## config.mk

```make
export PLATFORM = sky130hd
export DESIGN_NAME = column_ray_caster_flat
export DESIGN_NICKNAME = d
export VERILOG_FILES = /design/src/rtl/crc_pkg.sv /design/src/rtl/crc_in_if.sv /design/src/rtl/crc_out_if.sv /design/src/rtl/column_ray_caster.sv /design/src/rtl/crc_ctrl.sv /design/src/rtl/crc_dp.sv /design/src/flat_wrapper.sv
export SDC_FILE = /design/constraint.sdc
export NUM_CORES = 2
export LEC_CHECK = 0
export BUFFER_PORTS_ARGS = -buffer_cell sky130_fd_sc_hd__clkbuf_2
export CAP_MARGIN = 30
export CORE_MARGIN = 5
export CORE_UTILIZATION = 35
export DETAILED_ROUTE_END_ITERATION = 10
export PLACE_DENSITY = 0.46
export SLEW_MARGIN = 20
export SYNTH_ARGS = -nofsm -noshare
export SYNTH_HDL_FRONTEND = slang
export SYNTH_SLANG_ARGS = --single-unit
```

## constraint.sdc

```tcl
create_clock -name i_clk -period 8.1 [get_ports i_clk]
set_clock_uncertainty 0.05 [all_clocks]
set_input_delay 1.62 -clock i_clk [delete_from_list [all_inputs] [get_ports i_clk]]
set_output_delay 1.62 -clock i_clk [all_outputs]
set_load 0.005 [all_outputs]
```

## src/rtl/crc_pkg.sv

```systemverilog
package crc_pkg;

    localparam int MAP_SIZE_DEF  = 16;
    localparam int MAX_DEPTH_DEF = 16;
    localparam int STEP_SIZE_DEF = 41;

    localparam int DIV_N     = 26;   // dividend bits of the shared divider
    localparam int DVS_W     = 18;   // divisor bits
    localparam int CORDIC_N  = 14;
    localparam int CNT_W     = 5;
    localparam int XY_W      = 18;
    localparam int Z_W       = 17;

    localparam logic [15:0] CORDIC_GAIN_SEED = 16'd9949;

    localparam logic [2:0] CFG_PLAYER_X      = 3'd0;
    localparam logic [2:0] CFG_PLAYER_Y      = 3'd1;
    localparam logic [2:0] CFG_PLAYER_ANGLE  = 3'd2;
    localparam logic [2:0] CFG_FIELD_OF_VIEW = 3'd3;
    localparam logic [2:0] CFG_SCREEN_WIDTH  = 3'd4;
    localparam logic [2:0] CFG_SCREEN_HEIGHT = 3'd5;

    localparam logic OP_MAP_ROW = 1'b0;
    localparam logic OP_CAST    = 1'b1;

    typedef enum logic [3:0] {
        ST_IDLE,
        ST_ANG_DIV,
        ST_CORD_INIT,
        ST_CORDIC,
        ST_MARCH_INIT,
        ST_MARCH,
        ST_RESOLVE,
        ST_CEIL_LOAD,
        ST_CEIL_DIV,
        ST_OUTPUT
    } t_state;

    typedef struct packed {
        logic map_wr;
        logic ang_init;
        logic div_step;
        logic cord_init;
        logic cord_step;
        logic march_init;
        logic march_step;
        logic resolve;
        logic ceil_load;
        logic out_load;
    } t_cmd;

    typedef struct packed {
        logic div_last;
        logic cordic_last;
        logic march_stop;
    } t_status;

    function automatic logic [Z_W-1:0] cordic_atan(input logic [CNT_W-1:0] i);
        logic [Z_W-1:0] v;
        unique case (i)
            5'd0:    v = 17'd8192;
            5'd1:    v = 17'd4836;
            5'd2:    v = 17'd2555;
            5'd3:    v = 17'd1297;
            5'd4:    v = 17'd651;
            5'd5:    v = 17'd326;
            5'd6:    v = 17'd163;
            5'd7:    v = 17'd81;
            5'd8:    v = 17'd41;
            5'd9:    v = 17'd20;
            5'd10:   v = 17'd10;
            5'd11:   v = 17'd5;
            5'd12:   v = 17'd3;
            5'd13:   v = 17'd1;
            default: v = 17'd0;
        endcase
        return v;
    endfunction

endpackage

```

## src/rtl/crc_in_if.sv

```systemverilog
interface crc_in_if;
    logic        valid;
    logic        ready;
    logic        opcode;
    logic [9:0]  column;
    logic [3:0]  row_index;
    logic [15:0] row_bits;

    modport source (output valid, opcode, column, row_index, row_bits, input ready);
    modport sink   (input valid, opcode, column, row_index, row_bits, output ready);
endinterface

```

## src/rtl/crc_out_if.sv

```systemverilog
interface crc_out_if;
    logic               valid;
    logic               ready;
    logic [9:0]         column_out;
    logic               hit;
    logic [16:0]        distance;
    logic [11:0]        texture_u;
    logic signed [11:0] ceiling_row;
    logic [11:0]        floor_row;

    modport source (output valid, column_out, hit, distance, texture_u, ceiling_row,
                    floor_row, input ready);
    modport sink   (input valid, column_out, hit, distance, texture_u, ceiling_row,
                    floor_row, output ready);
endinterface

```

## src/rtl/column_ray_caster.sv

```systemverilog
// Fixed-step ray-march caster over a wall bitmap. An opcode 0 transfer loads
// one map row (x cell) and yields no result. An opcode 1 transfer casts one
// screen column and yields one result transfer. A cast runs in order: the
// accept, the column-angle divide, seeding the rotation, 14 CORDIC iterations,
// setting up the march, the march steps (up to ceil(MAX_DEPTH*4096/STEP_SIZE)
// steps, 1599 at the defaults, and a final check that takes no step when the
// depth runs out), the resolve, the load and the ceiling divide, and the
// output, which waits while the previous result is still waiting in the
// output register. No new transfer is taken until the cast is done. The march
// loop is the rate-setting part; the two divides share one radix-2 divider.
// A finished result sits in an output register while the next transfer is
// taken. Configuration is a plain write port: index per register order
// (player x, player y, angle, field of view, screen width, screen height);
// write only while idle.
module column_ray_caster #(
    parameter int MAP_SIZE  = crc_pkg::MAP_SIZE_DEF,
    parameter int MAX_DEPTH = crc_pkg::MAX_DEPTH_DEF,
    parameter int STEP_SIZE = crc_pkg::STEP_SIZE_DEF
) (
    input  logic        i_clk,
    input  logic        i_rst_n,
    input  logic        i_cfg_we,
    input  logic [2:0]  i_cfg_idx,
    input  logic [15:0] i_cfg_data,
    crc_in_if.sink      i_item,
    crc_out_if.source   o_result
);

    crc_pkg::t_cmd    cmd;
    crc_pkg::t_status status;

    // sequencer: owns handshakes and the output valid flag
    crc_ctrl u_ctrl (
        .i_clk       (i_clk),
        .i_rst_n     (i_rst_n),
        .i_in_valid  (i_item.valid),
        .i_in_opcode (i_item.opcode),
        .o_in_ready  (i_item.ready),
        .i_out_ready (o_result.ready),
        .o_out_valid (o_result.valid),
        .i_status    (status),
        .o_cmd       (cmd)
    );

    // datapath: config, map, divider, CORDIC, march and result registers
    crc_dp #(
        .MAP_SIZE  (MAP_SIZE),
        .MAX_DEPTH (MAX_DEPTH),
        .STEP_SIZE (STEP_SIZE)
    ) u_dp (
        .i_clk         (i_clk),
        .i_rst_n       (i_rst_n),
        .i_cfg_we      (i_cfg_we),
        .i_cfg_idx     (i_cfg_idx),
        .i_cfg_data    (i_cfg_data),
        .i_column      (i_item.column),
        .i_row_index   (i_item.row_index),
        .i_row_bits    (i_item.row_bits),
        .i_cmd         (cmd),
        .o_status      (status),
        .o_column_out  (o_result.column_out),
        .o_hit         (o_result.hit),
        .o_distance    (o_result.distance),
        .o_texture_u   (o_result.texture_u),
        .o_ceiling_row (o_result.ceiling_row),
        .o_floor_row   (o_result.floor_row)
    );

endmodule

```

## src/rtl/crc_ctrl.sv

```systemverilog
module crc_ctrl (
    input  logic             i_clk,
    input  logic             i_rst_n,
    input  logic             i_in_valid,
    input  logic             i_in_opcode,
    output logic             o_in_ready,
    input  logic             i_out_ready,
    output logic             o_out_valid,
    input  crc_pkg::t_status i_status,
    output crc_pkg::t_cmd    o_cmd
);

    crc_pkg::t_state r_state, n_state;
    logic            r_ov, n_ov;

    always_ff @(posedge i_clk) begin
        if (!i_rst_n) begin
            r_state <= crc_pkg::ST_IDLE;
            r_ov    <= 1'b0;
        end else begin
            r_state <= n_state;
            r_ov    <= n_ov;
        end
    end

    always_comb begin
        n_state = r_state;
        unique case (r_state)
            crc_pkg::ST_IDLE:
                if (i_in_valid && i_in_opcode == crc_pkg::OP_CAST) n_state = crc_pkg::ST_ANG_DIV;
            crc_pkg::ST_ANG_DIV:
                if (i_status.div_last) n_state = crc_pkg::ST_CORD_INIT;
            crc_pkg::ST_CORD_INIT:  n_state = crc_pkg::ST_CORDIC;
            crc_pkg::ST_CORDIC:
                if (i_status.cordic_last) n_state = crc_pkg::ST_MARCH_INIT;
            crc_pkg::ST_MARCH_INIT: n_state = crc_pkg::ST_MARCH;
            crc_pkg::ST_MARCH:
                if (i_status.march_stop) n_state = crc_pkg::ST_RESOLVE;
            crc_pkg::ST_RESOLVE:    n_state = crc_pkg::ST_CEIL_LOAD;
            crc_pkg::ST_CEIL_LOAD:  n_state = crc_pkg::ST_CEIL_DIV;
            crc_pkg::ST_CEIL_DIV:
                if (i_status.div_last) n_state = crc_pkg::ST_OUTPUT;
            crc_pkg::ST_OUTPUT:
                if (!r_ov || i_out_ready) n_state = crc_pkg::ST_IDLE;
            default: n_state = crc_pkg::ST_IDLE;
        endcase
    end

    always_comb begin
        o_cmd      = '0;
        o_in_ready = 1'b0;
        unique case (r_state)
            crc_pkg::ST_IDLE: begin
                o_in_ready     = 1'b1;
                o_cmd.map_wr   = i_in_valid && i_in_opcode == crc_pkg::OP_MAP_ROW;
                o_cmd.ang_init = i_in_valid && i_in_opcode == crc_pkg::OP_CAST;
            end
            crc_pkg::ST_ANG_DIV:    o_cmd.div_step   = 1'b1;
            crc_pkg::ST_CORD_INIT:  o_cmd.cord_init  = 1'b1;
            crc_pkg::ST_CORDIC:     o_cmd.cord_step  = 1'b1;
            crc_pkg::ST_MARCH_INIT: o_cmd.march_init = 1'b1;
            crc_pkg::ST_MARCH:      o_cmd.march_step = 1'b1;
            crc_pkg::ST_RESOLVE:    o_cmd.resolve    = 1'b1;
            crc_pkg::ST_CEIL_LOAD:  o_cmd.ceil_load  = 1'b1;
            crc_pkg::ST_CEIL_DIV:   o_cmd.div_step   = 1'b1;
            crc_pkg::ST_OUTPUT:     o_cmd.out_load   = !r_ov || i_out_ready;
            default: ;
        endcase
    end

    assign n_ov        = (r_ov && !i_out_ready) || o_cmd.out_load;
    assign o_out_valid = r_ov;

endmodule

```

## src/rtl/crc_dp.sv

```systemverilog
module crc_dp #(
    parameter int MAP_SIZE  = crc_pkg::MAP_SIZE_DEF,
    parameter int MAX_DEPTH = crc_pkg::MAX_DEPTH_DEF,
    parameter int STEP_SIZE = crc_pkg::STEP_SIZE_DEF
) (
    input  logic               i_clk,
    input  logic               i_rst_n,
    input  logic               i_cfg_we,
    input  logic [2:0]         i_cfg_idx,
    input  logic [15:0]        i_cfg_data,
    input  logic [9:0]         i_column,
    input  logic [3:0]         i_row_index,
    input  logic [15:0]        i_row_bits,
    input  crc_pkg::t_cmd      i_cmd,
    output crc_pkg::t_status   o_status,
    output logic [9:0]         o_column_out,
    output logic               o_hit,
    output logic [16:0]        o_distance,
    output logic [11:0]        o_texture_u,
    output logic signed [11:0] o_ceiling_row,
    output logic [11:0]        o_floor_row
);

    localparam int ROWS  = (MAP_SIZE < 16) ? MAP_SIZE : 16;
    localparam int ROW_W = $clog2(ROWS);
    localparam logic [16:0] DEPTH_Q = 17'(MAX_DEPTH * 4096);
    localparam logic [16:0] STEP_D  = 17'(STEP_SIZE);
    localparam logic signed [13:0] STEP_S = 14'(STEP_SIZE);
    localparam int ACC_W = 35;
    localparam int P_W   = 23;

    // configuration
    logic [15:0] r_px0, r_py0, r_ang, r_fov;
    logic [9:0]  r_sw, r_sh;

    always_ff @(posedge i_clk) begin
        if (!i_rst_n) begin
            r_px0 <= 16'd32768;
            r_py0 <= 16'd32768;
            r_ang <= 16'd0;
            r_fov <= 16'd8192;
            r_sw  <= 10'd650;
            r_sh  <= 10'd480;
        end else if (i_cfg_we) begin
            priority case (i_cfg_idx)
                crc_pkg::CFG_PLAYER_X:      r_px0 <= i_cfg_data;
                crc_pkg::CFG_PLAYER_Y:      r_py0 <= i_cfg_data;
                crc_pkg::CFG_PLAYER_ANGLE:  r_ang <= i_cfg_data;
                crc_pkg::CFG_FIELD_OF_VIEW: r_fov <= i_cfg_data;
                crc_pkg::CFG_SCREEN_WIDTH:  r_sw  <= i_cfg_data[9:0];
                crc_pkg::CFG_SCREEN_HEIGHT: r_sh  <= i_cfg_data[9:0];
                default: ;
            endcase
        end
    end

    // wall map
    logic [15:0] r_map [ROWS];

    always_ff @(posedge i_clk) begin
        if (!i_rst_n) begin
            for (int k = 0; k < ROWS; k++) r_map[k] <= '0;
        end else if (i_cmd.map_wr && 32'(i_row_index) < ROWS) begin
            r_map[i_row_index[ROW_W-1:0]] <= i_row_bits;
        end
    end

    // shared restoring divider and step counter
    logic [crc_pkg::DIV_N-1:0] r_quo;
    logic [crc_pkg::DVS_W-1:0] r_rem, r_dvs;
    logic [crc_pkg::CNT_W-1:0] r_cnt;
    logic [crc_pkg::DVS_W:0]   rem_sh, rem_sub;
    logic                      q_bit;

    assign rem_sh  = {r_rem, r_quo[crc_pkg::DIV_N-1]};
    assign rem_sub = rem_sh - {1'b0, r_dvs};
    assign q_bit   = rem_sh >= {1'b0, r_dvs};

    // cordic
    logic signed [crc_pkg::XY_W-1:0] r_x, r_y, xs, ys;
    logic signed [crc_pkg::Z_W-1:0]  r_z;
    logic                            r_flip;
    logic [15:0]                     ra, ra_f;

    assign xs   = r_x >>> r_cnt;
    assign ys   = r_y >>> r_cnt;
    assign ra   = r_ang - {1'b0, r_fov[15:1]} + r_quo[15:0];
    assign ra_f = (ra >= 16'd16384 && ra < 16'd49152) ? ra + 16'd32768 : ra;

    // march
    logic signed [crc_pkg::XY_W-1:0] ex, ey;
    logic signed [31:0]              r_sx, r_sy;
    logic signed [ACC_W-1:0]         r_ax, r_ay, ax_n, ay_n, sh_x, sh_y;
    logic [16:0]                     r_d, d_n;
    logic signed [P_W-1:0]           r_ppx, r_ppy, px_n, py_n;
    logic signed [P_W-13:0]          cx_n, cy_n;
    logic                            r_struck, in_map, wall;
    logic [15:0]                     row_w;

    assign ex   = r_flip ? -r_x : r_x;
    assign ey   = r_flip ? -r_y : r_y;
    assign d_n  = r_d + STEP_D;
    assign ax_n = r_ax + ACC_W'(r_sx);
    assign ay_n = r_ay + ACC_W'(r_sy);
    assign sh_x = ax_n >>> 14;
    assign sh_y = ay_n >>> 14;
    assign px_n = P_W'(signed'({1'b0, r_px0})) + sh_x[P_W-1:0];
    assign py_n = P_W'(signed'({1'b0, r_py0})) + sh_y[P_W-1:0];
    assign cx_n = px_n[P_W-1:12];
    assign cy_n = py_n[P_W-1:12];
    assign in_map = !cx_n[P_W-13] && !cy_n[P_W-13]
                 && 32'(cx_n) < MAP_SIZE && 32'(cy_n) < MAP_SIZE;
    assign row_w  = (32'(cx_n) < ROWS) ? r_map[cx_n[ROW_W-1:0]] : 16'd0;
    assign wall   = (32'(cy_n) < 16) && row_w[cy_n[3:0]];

    // resolve: face choice and ceiling operands
    logic        r_hit, r_cneg;
    logic [11:0] r_u;
    logic [11:0] fx, fy, adx, ady;
    logic signed [12:0] dx, dy;
    logic        take_y, hit_c;
    logic signed [18:0] diff;
    logic [16:0] dmag;
    logic [26:0] prod;

    assign fx  = r_ppx[11:0];
    assign fy  = r_ppy[11:0];
    assign dx  = signed'({1'b0, fx}) - 13'sd2048;
    assign dy  = signed'({1'b0, fy}) - 13'sd2048;
    assign adx = dx[12] ? 12'(-dx) : dx[11:0];
    assign ady = dy[12] ? 12'(-dy) : dy[11:0];
    assign hit_c = r_struck && r_d < DEPTH_Q;

    always_comb begin
        priority if (ady < adx) take_y = 1'b1;
        else if (ady > adx)     take_y = 1'b0;
        else if (dx == 13'sd0)  take_y = 1'b1;
        else                    take_y = !((dx > 0) == (dy > 0));
    end

    assign diff = signed'({2'b0, r_d}) - 19'sd8192;
    assign dmag = diff[18] ? 17'(-diff) : diff[16:0];
    assign prod = 27'(r_sh) * 27'(dmag);

    // output
    logic [11:0] ceil_c;
    logic        sat;

    assign sat    = r_cneg && r_quo > crc_pkg::DIV_N'(2048);
    assign ceil_c = sat ? 12'h800 : (r_cneg ? 12'(-r_quo[11:0]) : r_quo[11:0]);

    logic [9:0] r_col;

    always_ff @(posedge i_clk) begin
        if (i_cmd.ang_init) begin
            r_col <= i_column;
            r_quo <= crc_pkg::DIV_N'(i_column) * crc_pkg::DIV_N'(r_fov);
            r_rem <= '0;
            r_dvs <= (r_sw == 10'd0) ? crc_pkg::DVS_W'(1) : crc_pkg::DVS_W'(r_sw);
        end else if (i_cmd.ceil_load) begin
            r_quo <= prod[crc_pkg::DIV_N-1:0];
            r_rem <= '0;
            r_dvs <= {r_d, 1'b0};
        end else if (i_cmd.div_step) begin
            r_quo <= {r_quo[crc_pkg::DIV_N-2:0], q_bit};
            r_rem <= q_bit ? rem_sub[crc_pkg::DVS_W-1:0] : rem_sh[crc_pkg::DVS_W-1:0];
        end
        if (i_cmd.cord_init) begin
            r_x    <= crc_pkg::XY_W'(crc_pkg::CORDIC_GAIN_SEED);
            r_y    <= '0;
            r_z    <= crc_pkg::Z_W'(signed'(ra_f));
            r_flip <= ra != ra_f;
        end else if (i_cmd.cord_step) begin
            if (!r_z[crc_pkg::Z_W-1]) begin
                r_x <= r_x - ys;
                r_y <= r_y + xs;
                r_z <= r_z - crc_pkg::cordic_atan(r_cnt);
            end else begin
                r_x <= r_x + ys;
                r_y <= r_y - xs;
                r_z <= r_z + crc_pkg::cordic_atan(r_cnt);
            end
        end
        if (i_cmd.march_init) begin
            r_sx     <= 32'(ex) * 32'(STEP_S);
            r_sy     <= 32'(ey) * 32'(STEP_S);
            r_ax     <= '0;
            r_ay     <= '0;
            r_d      <= '0;
            r_struck <= 1'b0;
        end else if (i_cmd.march_step && r_d < DEPTH_Q) begin
            r_ax     <= ax_n;
            r_ay     <= ay_n;
            r_d      <= d_n;
            r_ppx    <= px_n;
            r_ppy    <= py_n;
            r_struck <= in_map && wall;
        end else if (i_cmd.resolve) begin
            r_hit <= hit_c;
            r_u   <= hit_c ? (take_y ? fy : fx) : 12'd0;
            if (!hit_c) r_d <= DEPTH_Q;
        end
        if (i_cmd.ceil_load) r_cneg <= diff[18];
        if (i_cmd.out_load) begin
            o_column_out  <= r_col;
            o_hit         <= r_hit;
            o_distance    <= r_d;
            o_texture_u   <= r_u;
            o_ceiling_row <= signed'(ceil_c);
            o_floor_row   <= {2'b0, r_sh} - ceil_c;
        end
    end

    always_ff @(posedge i_clk) begin
        if (!i_rst_n) begin
            r_cnt <= '0;
        end else if (i_cmd.ang_init || i_cmd.ceil_load || i_cmd.cord_init) begin
            r_cnt <= '0;
        end else if (i_cmd.div_step || i_cmd.cord_step) begin
            r_cnt <= r_cnt + 1'b1;
        end
    end

    assign o_status.div_last    = r_cnt == crc_pkg::CNT_W'(crc_pkg::DIV_N - 1);
    assign o_status.cordic_last = r_cnt == crc_pkg::CNT_W'(crc_pkg::CORDIC_N - 1);
    assign o_status.march_stop  = (r_d >= DEPTH_Q) || !in_map || wall;

endmodule
```

## src/flat_wrapper.sv

```systemverilog
// flat-port wrapper written by rule: the top's interface ports become plain ports
module column_ray_caster_flat 
#(
    parameter int MAP_SIZE  = crc_pkg::MAP_SIZE_DEF,
    parameter int MAX_DEPTH = crc_pkg::MAX_DEPTH_DEF,
    parameter int STEP_SIZE = crc_pkg::STEP_SIZE_DEF
)
  (i_clk, i_rst_n, i_cfg_we, i_cfg_idx, i_cfg_data, i_item_valid, i_item_opcode, i_item_column, i_item_row_index, i_item_row_bits, i_item_ready, o_result_valid, o_result_column_out, o_result_hit, o_result_distance, o_result_texture_u, o_result_ceiling_row, o_result_floor_row, o_result_ready);
  crc_in_if i_item_i ();
  crc_out_if o_result_i ();
  input  logic i_clk;
  input  logic i_rst_n;
  input  logic i_cfg_we;
  input  logic [2:0] i_cfg_idx;
  input  logic [15:0] i_cfg_data;
  input wire logic [$bits(i_item_i.valid)-1:0] i_item_valid;
  input wire logic [$bits(i_item_i.opcode)-1:0] i_item_opcode;
  input wire logic [$bits(i_item_i.column)-1:0] i_item_column;
  input wire logic [$bits(i_item_i.row_index)-1:0] i_item_row_index;
  input wire logic [$bits(i_item_i.row_bits)-1:0] i_item_row_bits;
  output wire logic [$bits(i_item_i.ready)-1:0] i_item_ready;
  output wire logic [$bits(o_result_i.valid)-1:0] o_result_valid;
  output wire logic [$bits(o_result_i.column_out)-1:0] o_result_column_out;
  output wire logic [$bits(o_result_i.hit)-1:0] o_result_hit;
  output wire logic [$bits(o_result_i.distance)-1:0] o_result_distance;
  output wire logic [$bits(o_result_i.texture_u)-1:0] o_result_texture_u;
  output wire logic [$bits(o_result_i.ceiling_row)-1:0] o_result_ceiling_row;
  output wire logic [$bits(o_result_i.floor_row)-1:0] o_result_floor_row;
  input wire logic [$bits(o_result_i.ready)-1:0] o_result_ready;
  assign i_item_i.valid = i_item_valid;
  assign i_item_i.opcode = i_item_opcode;
  assign i_item_i.column = i_item_column;
  assign i_item_i.row_index = i_item_row_index;
  assign i_item_i.row_bits = i_item_row_bits;
  assign i_item_ready = i_item_i.ready;
  assign o_result_valid = o_result_i.valid;
  assign o_result_column_out = o_result_i.column_out;
  assign o_result_hit = o_result_i.hit;
  assign o_result_distance = o_result_i.distance;
  assign o_result_texture_u = o_result_i.texture_u;
  assign o_result_ceiling_row = o_result_i.ceiling_row;
  assign o_result_floor_row = o_result_i.floor_row;
  assign o_result_i.ready = o_result_ready;
  column_ray_caster #(.MAP_SIZE(MAP_SIZE), .MAX_DEPTH(MAX_DEPTH), .STEP_SIZE(STEP_SIZE)) u_core (.i_clk(i_clk), .i_rst_n(i_rst_n), .i_cfg_we(i_cfg_we), .i_cfg_idx(i_cfg_idx), .i_cfg_data(i_cfg_data), .i_item(i_item_i), .o_result(o_result_i));
endmodule
```

==> impl_metrics.py <==
metrics = {
    "status": {
        "outcome": "completed",
    },
    "critical_path": {
        "crit_path_max_fanout": 17,
        "slowest_delay_ps": 660,
        "cp-end-kind": "flop",
        "required_ps": 8690,
        "cpMaxStageDelayCell": "a2111oi_0",
        "arrival_ps": 7990,
        "cp_cell_sequence": "ha_1 > and3_1 > a221oi_1 > o21ai_0 > or2_2 > a41oi_1 > o21bai_1 > a21oi_1 > xnor2_1 > ha_1 > a21o_1 > a21oi_1 > a2bb2oi_1 > a21oi_1 > a211oi_4 > buf_4 > a31oi_1 > a2111oi_0 > nand3_1 > o41ai_1 > nor4bb_2 > buf_4 > o31ai_4 > o221a_1",
        "worst_path_most_repeated_cell": "a21oi_1",
        "start_kind": "flop",
        "path_class": "flop to flop",
    },
    "grt": {
        "met2_usage": 0.349,
        "overflow": 0,
        "grt_max_degree": 72,
        "grt_antenna_before_repair": 10,
        "met1_usage": 0.271,
        "grt_pass1_vias": 44700,
        "grt_use_total": 0.203,
        "use_met3": 0.0218,
        "grt-busiest-layer": "met2",
        "grt_pass1_wl_um": 275000,
    },
    "cts": {
        "cts.path.max_buffers": 3,
        "path_clk_slew_ps": 60,
        "clk_latency_ps": 710,
        "cts_buffers": 92,
        "clock-sinks": 730,
        "cts_setup_buffers": 0,
        "htreeDepth": 3,
        "cts_hold_buf": 0,
        "ctsResizeCount": 0,
        "root_buffer": "clkbuf_16",
        "tritoncts": "built",
    },
    "floorplanning": {
        "core_area_sq_um": 163000,
        "boundaryPins": 121,
        "start_util": 0.352,
        "rows": 148,
        "die_h_um": 415,
        "fp.dieW_um": 415,
        "dieArea_sq_um": 172000,
    },
    "sta": {
        "finalCritPeriodShare": 0.913,
        "fin_setup_tns_ps": 0,
        "max_freq_mhz": 135,
        "relSlewSlack": 0.358,
        "worst_pin_slew_ps": 962,
        "final_max_slew_viol_count": 0,
        "setup_ws_ps": 702,
        "rsz0062_at_grt": "false",
        "setup_violations": 0,
        "finalHoldViolations": 0,
        "layout_min_cycle_time_ps": 7400,
    },
    "placement": {
        "place_hpwl_um": 132000,
        "gp_congestion": 0.850,
        "port_buffers": 120,
        "dp_slack_ps": 646,
    },
    "logic_synthesis": {
        "yosys_warnings": 0,
        "synth-seq-cells": 730,
        "seq_area_frac_synth": 0.339,
        "synth_ff_type": "edfxtp_1",
        "syn_nets": 6957,
        "yosysUniqueCellTypes": 108,
        "yosysTopAreaCellShare": 0.251,
        "yosys-top-cells-area": "edfxtp_1 25%, fa_1 10%, ha_1 10%",
        "syn_avg_cell_area_sq_um": 9.32,
        "synth-edff-count": 480,
        "postSynthCellCount": 6157,
        "yosysTopAreaCell": "edfxtp_1",
        "syn_area_sq_um": 57400,
        "async_flop_share": 0,
    },
    "routing": {
        "ant_nets": 0,
        "dr.pass1.iters": 7,
        "drt_iter0_drc": 2765,
        "vias": 44300,
        "via_per_inst": 5.23,
        "routed_wirelength_um": 178000,
        "route.detailed.drc": 0,
        "wire_per_inst_um": 21.1,
    },
    "cells_and_area": {
        "area_growth_pct": 11.1,
        "fin_nets": 7015,
        "layout_common_cells": "859 x nand2_1, 480 x edfxtp_1, 466 x inv_1",
        "drive_gt1_frac": 0.0836,
        "final_common_cell": "nand2_1",
    },
    "hold_path": {
        "hold_path.class": "flop to flop",
    },
    "flow_run": {
        "maxCapViolations": 0,
    },
}
state kept, by name, summed over array words and instances (netlist names), 16 cells and up, named ones only:
signal,cells
u_core.u_dp.o_distance,17
u_core.u_dp.r_ang,16
u_core.u_dp.r_ax,35
u_core.u_dp.r_ay,35
u_core.u_dp.r_d,17
u_core.u_dp.r_dvs,18
u_core.u_dp.r_fov,16
u_core.u_dp.r_map,256
u_core.u_dp.r_px0,16
u_core.u_dp.r_py0,16
u_core.u_dp.r_quo,26
u_core.u_dp.r_rem,18
u_core.u_dp.r_sx,25
u_core.u_dp.r_sy,25
u_core.u_dp.r_x,18
u_core.u_dp.r_y,18
u_core.u_dp.r_z,17
stage by stage:
step / cell area (sq um) / std cells / hold slack, ps / utilization
2_1_floorplan: 57400 / 6157 / 350 / -
3_3_place_gp: 60500 / 8286 / 353 / 0.372
3_5_place_dp: 60600 / 8292 / 357 / 0.372
4_1_cts: 63700 / 8462 / 362 / 0.391
5_1_grt: 63700 / 8468 / 363 / 0.391
6_report: 63700 / 8469 / 368 / 0.391
cell families (layout without fill, tap and decap cells):
family	after synthesis	after routing	share of synthesized area
other cells	0	3	0
compound gates	1296	1296	0.143
xor+xnor	349	349	0.0534
mux	177	177	0.0389
simple gates	2097	2097	0.174
buf+inv	763	897	0.0523
flops	730	730	0.339
fa+ha+maj	745	745	0.200
critical path, delay by kind of cell, from the launching register on:
kind                     cells  cell delay, ps
AO/OA/AOI/OAI               15            4420
adder cells (fa/ha/maj)      2             750
XOR/XNOR                     1             250
flip-flops                   1             370
AND/OR/NAND/NOR              4             930
buffers and inverters        2             560
Yosys cell counts (15+ instances only):
master,n
nand2_1,859
edfxtp_1,480
inv_1,468
ha_1,458
a21oi_1,434
and2_1,413
nor2_1,367
fa_1,287
o21ai_0,259
dfxtp_1,250
xnor2_1,246
clkbuf_1,218
mux2i_1,126
xor2_1,102
nor3_1,97
nand3_1,94
a21o_1,88
a211oi_1,70
nand2b_1,55
a31oi_1,54
o21bai_1,50
o21a_1,47
nor2b_1,36
mux4_2,35
a21boi_0,32
nor4_1,29
or3_1,29
buf_1,28
nand4_1,27
o31ai_1,27
and3_1,25
buf_2,24
o22ai_1,23
a22oi_1,20
o211ai_1,19
o31a_1,18
or2_2,17
o221ai_1,15
final timing paths:
path	start	end	slack (ps)	cells after the start
max	u_core.u_dp.r_sx[10]	u_core.u_ctrl.r_state[3]	700	24
min	u_core.u_dp.r_col[0]	u_core.u_dp.o_column_out[0]	370	0
max reg2reg	u_core.u_dp.r_sx[10]	u_core.u_ctrl.r_state[3]	700	24
min reg2reg	u_core.u_dp.r_col[0]	u_core.u_dp.o_column_out[0]	370	0
metal layers:
metal  vias up  wire (um)
met3       204       6620
met4         4       4970
met1     21800      80500
met2       830      86200
met5         -         27
li1      21500          -
final cells by class:
class | instances | area, sq um
flip-flops and latches | 730 | 19400
clock buffers | 121 | 2540
multi-input cells | 4664 | 35000
fillers | 16200 | 99100
diodes | 3 | 7.51
well taps | 2175 | 2720
clock inverters | 49 | 499
inverters | 473 | 1780
repair buffers | 254 | 1700
Power is left out: the tool's default activity adds up to more than one toggle a clock period on the data nets, which glitch-free logic cannot reach.
